$ cat config.mk
export PLATFORM = sky130hd
export DESIGN_NAME = oahm_reduce
export DESIGN_NICKNAME = d
export VERILOG_FILES = /design/src/hw/rtl/oahm_reduce.sv
export SDC_FILE = /design/constraint.sdc
export NUM_CORES = 1
export LEC_CHECK = 0
export ABC_CLOCK_PERIOD_IN_PS = 1700
export BUFFER_PORTS_ARGS = -buffer_cell sky130_fd_sc_hd__buf_2
export CAP_MARGIN = 5
export CORE_AREA = 10 10 47 49
export DETAILED_ROUTE_END_ITERATION = 6
export DIE_AREA = 0 0 57 59
export PLACE_DENSITY_LB_ADDON = 0.05
export SLEW_MARGIN = 20
export SYNTH_ARGS = -nofsm -noshare
export SYNTH_HDL_FRONTEND = slang
export SYNTH_SLANG_ARGS = --single-unit
export TNS_END_PERCENT = 20
$ cat constraint.sdc
create_clock -name vclk -period 1.7
set_clock_uncertainty 0.1 [all_clocks]
set_input_delay 0.17 -clock vclk [all_inputs]
set_output_delay 0.17 -clock vclk [all_outputs]
set_load 0.03 [all_outputs]
$ cat src/hw/rtl/oahm_reduce.sv
// Shared compare-and-subtract unit that reduces a value below twice the bucket count.
`default_nettype none

module oahm_reduce #(
  parameter int BUCKETS = 251
) (
  input  logic [$clog2(BUCKETS)+1:0] a,
  output logic [$clog2(BUCKETS)-1:0] y
);

  localparam int BW = $clog2(BUCKETS);
  localparam int UW = BW + 2;

  logic [UW-1:0] diff;

  assign diff = a - UW'(BUCKETS);
  assign y    = (a >= UW'(BUCKETS)) ? diff[BW-1:0] : a[BW-1:0];

endmodule

`default_nettype wire

==> flow_summary.json <==
{
  "slew_viol_final": 0,
  "drt-total-wl_um": 939,
  "placed_area_um2": 383,
  "die_w_um": 57,
  "dr.pass1.iters": 5,
  "crit_slowest_cell": "or3_2",
  "antenna_found_initial": 0,
  "grt_max_degree": 10,
  "yosys_warnings": 0,
  "regArea_um2": 0,
  "final.setup.worst_slack_ns": 0.0686,
  "start_util_pct": 17.6,
  "setup_tns_ns": 0,
  "viasPerCell": 5.01,
  "holdPathEnd": "y[2]",
  "postCtsSetupBuffers": 0,
  "layout_commonest_cell": "buf_2",
  "cp.required_ns": 1.43,
  "critPathMaxStageDelay_ns": 0.40,
  "postRouteAntennaNets": 0,
  "rows": 14,
  "num-nets-final": 68,
  "worstHoldStart": "a[2]",
  "timing.final.crit_share_pct": 96.0,
  "nFlopsAndLatches": 0,
  "cp-end-kind": "output port",
  "vdd_ir_drop_max_mv": 0.101,
  "outcome": "completed",
  "nFillCells": 164,
  "max_cap_violations": 0,
  "vias": 356,
  "syn-num-nets": 45,
  "syn_inst": 34,
  "ys_seq_area_share_pct": 0,
  "syn_avg_cell_area_um2": 7.25,
  "rsz0062_at_grt": "false",
  "synth_cell_type_count": 24,
  "dieHeight_um": 59,
  "cp_cell_sequence": "buf_2, ha_2, o21ai_1, buf_4, or3_2, o21ai_1, buf_4",
  "multiInputGateArea_um2": 241,
  "drive_gt1_share_pct": 50.9,
  "nClkBuffers": 0,
  "grt-ovfl-total": 0,
  "final_cell_mix": "buf_2 (17), buf_4 (5), o211ai_1 (4)",
  "netlist.area_leader.share_pct": 12.2,
  "path_class": "in -> out",
  "power_per_cell_area_nw_per_um2": 349,
  "stdcell_area_um2": 388,
  "critPathTopFamily": "buffers and inverters",
  "critical_path.startpoint_type": "primary input",
  "path_buf_inv": 3,
  "max_freq_mhz": 613,
  "leakage_nw": 0.169,
  "post-place-ws_ns": 0.0350,
  "drt_iter0_markers": 8,
  "track_usage_pct": 5.57,
  "yosys.area.top_type": "o211ai_1",
  "crit_fanout": 7,
  "detail_route.drc_violations": 0,
  "final.min_clock_period_ns": 1.63,
  "hpwl_um": 799,
  "netlist_top_cells_area": "o211ai_1 (12%), nand4_4 (8.6%), o21ai_0 (6.1%), mux2_4 (6.1%), o21a_4 (6.1%)",
  "postCtsHoldBufs": 0,
  "grt_pass1_vias": 376,
  "grt_pass1_wl_um": 1700,
  "crit_arrival_ns": 1.36,
  "synth_area_um2": 246,
  "port_buffers": 18,
  "core_area_um2": 1400,
  "ios": 18,
  "worst_pin_slew_ns": 0.425,
  "hold_viol_final": 0,
  "antenna_cells": 0,
  "wire_per_inst_um": 13.2,
  "power.total_w": 0.000135,
  "whs_path_depth": 3,
  "finalSetupViolCount": 0,
  "cts_resized": 0,
  "dieArea_um2": 3360,
  "gp_congestion": 0.714,
  "relSlewSlack_pct": 71.7,
  "syn_to_final_growth_pct": 57.4,
  "min_path_type": "in -> out"
}
metal layers:
layer  track usage, %  vias up  wire length (µm)
li1                 -      184                 -
met1             7.35      157               416
met2             8.99       15               424
met3             1.93        0                98
met4                0        0                 0
met5                0        -                 0
cell type report:
cell class,count,share of cell area (%)
Inverter,1,0.968
Multi-Input combinational cell,32,62.3
Tap cell,16,5.16
Timing Repair Buffer,22,31.6
power by group:
| group | switching, W | internal (W) |
|---|---|---|
| registers | 0 | 0 |
| logic | 0.0000843 | 0.0000511 |
| clock network | 0 | 0 |
cells in the mapped netlist (all sizes together) (2+ instances only):
cell type,count
o211ai,4
o21ai,4
nand2,3
or3,3
a21oi,2
nand3,2
nand4,2
per-stage QoR:
step           hold WS [ns]  util (%)  std cells
6_report              0.602      27.7         71
3_3_place_gp          0.595      27.3         71
3_5_place_dp          0.599      27.3         71
2_1_floorplan         0.420         -         34
4_1_cts               0.604      27.3         71
5_1_grt               0.633      27.7         71
how the worst max path moves through the flow:
stage	startpoint	endpoint	slack, ns	cells after the start
global placement	a[1]	y[4]	0.06	7
global route	a[1]	y[4]	0.002	7
CTS	a[1]	y[4]	0.03	7
detailed placement	a[1]	y[4]	0.04	7
floorplan	a[0]	y[4]	0.14	4
finish	a[1]	y[4]	0.07	7
cell families (layout without fill, tap and decap cells):
logic type | Yosys count | in the layout | share of synthesized area, %
fa+ha+maj | 1 | 1 | 5.08
mux | 1 | 1 | 6.09
simple gates | 14 | 14 | 38.1
compound gates | 15 | 15 | 44.2
xor+xnor | 1 | 1 | 3.55
buf+inv | 2 | 23 | 3.04
Note: power is estimated with default switching activity, not from simulation.
