File: src/hw/rtl/oahm_ram.sv
// Generic simple dual-port RAM with one write port and a registered read port.
`default_nettype none

module oahm_ram #(
  parameter int WIDTH = 8,
  parameter int DEPTH = 256
) (
  input  logic                                 clk,
  input  logic                                 we,
  input  logic [(DEPTH > 1 ? $clog2(DEPTH) : 1)-1:0] waddr,
  input  logic [WIDTH-1:0]                     wdata,
  input  logic [(DEPTH > 1 ? $clog2(DEPTH) : 1)-1:0] raddr,
  output logic [WIDTH-1:0]                     rdata
);

  logic [WIDTH-1:0] mem [DEPTH];

  always_ff @(posedge clk) begin
    if (we) begin
      mem[waddr] <= wdata;
    end
    rdata <= mem[raddr];
  end

endmodule

`default_nettype wire

File: config.mk
export PLATFORM = sky130hd
export DESIGN_NAME = oahm_ram
export DESIGN_NICKNAME = d
export VERILOG_FILES = /design/src/hw/rtl/oahm_ram.sv
export SDC_FILE = /design/constraint.sdc
export NUM_CORES = 2
export LEC_CHECK = 0
export BUFFER_PORTS_ARGS = -buffer_cell sky130_fd_sc_hd__buf_4
export CELL_PAD_IN_SITES_DETAIL_PLACEMENT = 1
export CELL_PAD_IN_SITES_GLOBAL_PLACEMENT = 1
export CORE_AREA = 2 2 415 417
export DETAILED_ROUTE_END_ITERATION = 7
export DIE_AREA = 0 0 417 419
export PLACE_DENSITY_LB_ADDON = 0.2
export SKIP_CTS_REPAIR_TIMING = 1
export SLEW_MARGIN = 20
export SYNTH_ARGS = -nofsm -noshare
export SYNTH_HDL_FRONTEND = slang
export SYNTH_SLANG_ARGS = --single-unit
File: constraint.sdc
create_clock -name clk -period 3.4 [get_ports clk]
set_input_delay 0.68 -clock clk [delete_from_list [all_inputs] [get_ports clk]]
set_output_delay 0.68 -clock clk [all_outputs]
set_load 0.03 [all_outputs]
==> impl_metrics.prom <==
# TYPE chip_impl_metric gauge
chip_impl_metric{name="fmax",unit="MHz"} 335.6
chip_impl_metric{name="static_leakage",unit="nW"} 29.66
chip_impl_metric{name="r2r_slack",unit="ns"} 0.62
chip_impl_metric{name="finish.utilization",unit="%"} 54.30
chip_impl_metric{name="drcViolationCount",unit=""} 0
chip_impl_metric{name="grtUsageTotal",unit="%"} 25.05
chip_impl_metric{name="chipHeight",unit="µm"} 419
chip_impl_metric{name="critical-path-max-stage-delay",unit="ns"} 0.95
chip_impl_info{name="worst_r2r_endpoint",value="rdata[2]"} 1
chip_impl_metric{name="path_max_fanout",unit=""} 18
chip_impl_metric{name="ant_nets",unit=""} 0
chip_impl_metric{name="synth.yosys.seq_area_share",unit="%"} 77.50
chip_impl_metric{name="timing.final.crit_period",unit="ns"} 2.979
chip_impl_metric{name="drt_wl_total",unit="mm"} 215.2
chip_impl_metric{name="final_layout_size_suffix_gt1_share",unit="%"} 30.00
chip_impl_metric{name="power.density",unit="nW/µm²"} 577.5
chip_impl_metric{name="via_count_of_the_first_global_routing_pass",unit=""} 42460
chip_impl_metric{name="maxCapViolCount",unit=""} 0
chip_impl_info{name="worstReg2RegStart",value="mem[240][2]"} 1
chip_impl_info{name="tritoncts_clock_tree",value="yes"} 1
chip_impl_metric{name="core_region_area",unit="µm²"} 170600
chip_impl_metric{name="detailedPlacementHpwl",unit="mm"} 136.7
chip_impl_info{name="hold_path_end",value="mem[86][7]"} 1
chip_impl_metric{name="timing.final.setup_violations",unit=""} 0
chip_impl_info{name="mostFrequentLayoutCells",value="sky130_fd_sc_hd__edfxtp_1, sky130_fd_sc_hd__buf_4, sky130_fd_sc_hd__mux4_2"} 1
chip_impl_metric{name="switchingPower",unit="W"} 0.01154
chip_impl_metric{name="p_total",unit="W"} 0.05349
chip_impl_metric{name="grt_max_degree",unit=""} 119
chip_impl_info{name="timing.critical_path.cells",value="buf_8 -> buf_12 -> buf_4 -> mux4_2 -> a22oi_1 -> a21oi_1 -> nor4_1 -> buf_4 -> nor4_2"} 1
chip_impl_metric{name="cellInternalPower",unit="W"} 0.04196
chip_impl_metric{name="grt_overflow",unit=""} 0
chip_impl_info{name="worstSetupStartpointType",value="primary input"} 1
chip_impl_metric{name="grt_pass1_wl",unit="mm"} 313.1
chip_impl_metric{name="asr_flop_ratio_synth",unit="%"} 0
chip_impl_metric{name="pwr-share-seq",unit="%"} 52.3
chip_impl_info{name="element_type_at_the_critical_path_end",value="flip-flop"} 1
chip_impl_metric{name="initial_utilization",unit="%"} 46.63
chip_impl_metric{name="r2r_cells",unit=""} 6
chip_impl_metric{name="mappedNetlistNets",unit=""} 3759
chip_impl_metric{name="worstHoldPathCells",unit=""} 1
chip_impl_metric{name="ios",unit=""} 34
chip_impl_metric{name="viasPerCell",unit=""} 6.079
chip_impl_metric{name="drt-initial-drc-count",unit=""} 4300
chip_impl_metric{name="p_clk_share",unit="%"} 42.4
chip_impl_metric{name="timing.final.hold_violations",unit=""} 0
chip_impl_metric{name="design.final.nets",unit=""} 4289
chip_impl_info{name="critPathLaunch",value="raddr[0]"} 1
chip_impl_metric{name="cts.clk_slew.worst_paths",unit="ns"} 0.06
chip_impl_metric{name="detail_route.wl_per_cell",unit="µm"} 32.26
chip_impl_metric{name="slew_at_the_pin_closest_to_its_max_slew_limit",unit="ns"} 1.163
chip_impl_info{name="postSynth.topFlopCell",value="sky130_fd_sc_hd__edfxtp_1"} 1
chip_impl_metric{name="fin_crit_sh",unit="%"} 87.63
chip_impl_metric{name="postSynthCellCount",unit=""} 3733
chip_impl_metric{name="clock_sinks",unit=""} 2056
chip_impl_metric{name="ir_drop",unit="V"} 0.0005817
chip_impl_info{name="worstHoldPathType",value="primary input to flip-flop"} 1
chip_impl_metric{name="tritoncts.num_buffers",unit=""} 209
chip_impl_metric{name="post_synth_num_cell_types",unit=""} 55
chip_impl_info{name="critical-path-slowest-cell",value="sky130_fd_sc_hd__nor4_1"} 1
chip_impl_metric{name="detailedRoute.firstPassIterationCount",unit=""} 7
chip_impl_metric{name="dpl_cell_area",unit="µm²"} 85910
chip_impl_metric{name="slew_headroom",unit="%"} 21.72
chip_impl_metric{name="report.final.slew_viol_count",unit=""} 0
chip_impl_metric{name="clock_skew",unit="ns"} 0.02430
chip_impl_metric{name="clk_latency",unit="ns"} 0.86
chip_impl_info{name="min_from",value="wdata[7]"} 1
chip_impl_info{name="setup.worst_path.class",value="primary input to flip-flop"} 1
chip_impl_metric{name="power.share.combinational",unit="%"} 5.3
chip_impl_metric{name="synth-warning-count",unit=""} 0
chip_impl_metric{name="synth.cell_area",unit="µm²"} 79560
chip_impl_metric{name="gpl_congestion",unit=""} 0.8240
chip_impl_metric{name="final.hold.worst_slack",unit="ns"} 0.2805
chip_impl_info{name="layout.cells.most_common",value="sky130_fd_sc_hd__edfxtp_1"} 1
chip_impl_metric{name="area_growth_syn_to_layout",unit="%"} 16.44
chip_impl_metric{name="fin_tns_setup",unit="ns"} 0
chip_impl_metric{name="swShare",unit="%"} 21.57
chip_impl_metric{name="postSynthRegisterBits",unit=""} 2056
chip_impl_metric{name="dieArea",unit="µm²"} 174700
chip_impl_info{name="unrepaired_setup_endpoints_after_global_routing",value="no"} 1
chip_impl_metric{name="cts_max_path_buffers",unit=""} 3
chip_impl_metric{name="die_x",unit="µm"} 417
chip_impl_info{name="crit_top_cell",value="sky130_fd_sc_hd__buf_4"} 1
chip_impl_metric{name="count_of_flip_flops_with_a_built_in_enable_after_synthesis",unit=""} 2048
chip_impl_metric{name="worst_ep_arrival_time",unit="ns"} 3.72
chip_impl_info{name="cts_root_buffer",value="sky130_fd_sc_hd__clkbuf_16"} 1
chip_impl_metric{name="placement.io_buffers",unit=""} 33
chip_impl_metric{name="cp_data_required_time",unit="ns"} 4.14
chip_impl_metric{name="htree_num_levels",unit=""} 4
chip_impl_info{name="run_status",value="complete, no violations"} 1
chip_impl_metric{name="antenna_found_initial",unit=""} 3
chip_impl_metric{name="std_cell_rows",unit=""} 152
chip_impl_metric{name="number_of_vias_in_the_routed_layout",unit=""} 40550
chip_impl_metric{name="synth.avg_cell_area",unit="µm²"} 21.31
chip_impl_metric{name="design_area",unit="µm²"} 92630
## layout make-up
class,instances,area [µm²]
Antenna cell,1,2.502
Clock buffer,263,5579
Clock inverter,122,1139
Fill cell,14770,77960
Inverter,2,7.507
Multi-Input combinational cell,1442,16530
Sequential cell,2056,61660
Tap cell,2233,2794
Timing Repair Buffer,552,4920
## metrics by stage
step	worst slack [ns]	cells
after floorplan	0.7821	3733
after global placement	-1.077	6281
after detailed placement	-0.4640	6285
after CTS	0.4480	6670
after global routing	0.2696	6670
final	0.4206	6671
## per-layer routing
layer	wire length [µm]	up-vias	GRT usage, %
li1	-	16790	-
met1	89370	22080	35.12
met2	106900	1412	41.44
met3	13390	271	3.567
met4	5486	4	6.835
met5	27	-	0
## cell families after synthesis
logic type,count (synthesis),share of synthesized area (%)
mux,591,14.62
buf+inv,235,1.831
compound gates,385,3.419
simple gates,466,2.628
flops,2056,77.50
## power by group through the flow
stage               Combinational [W]  Clock [W]  Sequential [W]
global placement              0.00280          0          0.0285
detailed placement            0.00286          0          0.0285
global route                  0.00299     0.0239          0.0280
CTS                           0.00287     0.0230          0.0280
floorplan                     0.00136          0          0.0285
finish                        0.00283     0.0227          0.0280
## worst max path at each step
stage	to	cells after the start
after global placement	rdata[2]	8
after detailed placement	rdata[2]	9
final	rdata[2]	9
after global routing	rdata[5]	9
after CTS	rdata[2]	9
after floorplan	rdata[2]	9
## worst max-delay path, delay by kind of cell
kind	cells	cell delay, ns
compound gates	2	0.52
simple gates	2	1.00
buf+inv	4	0.94
mux	1	0.52
## cell usage after synthesis (all sizes together) (10+ instances only)
master | n | area (µm²)
a211oi | 16 | 120.1
a21oi | 96 | 480.5
a221oi | 14 | 128.9
a22oi | 133 | 998.5
buf | 122 | 1032
clkbuf | 111 | 416.7
edfxtp | 2048 | 61500
mux2i | 134 | 1341
mux4 | 456 | 10280
nand2 | 33 | 123.9
nand3 | 34 | 170.2
nand4 | 10 | 62.56
nor2 | 282 | 1059
nor2b | 31 | 193.9
nor3 | 22 | 110.1
nor4 | 27 | 187.7
o211ai | 10 | 75.07
o21ai | 12 | 60.06
o221ai | 47 | 417.9
o22ai | 28 | 175.2
## flip-flops by register name (all words and copies together) (netlist names)
register	flops
mem	2048
rdata	8
Note: power is estimated with default switching activity, not from simulation.
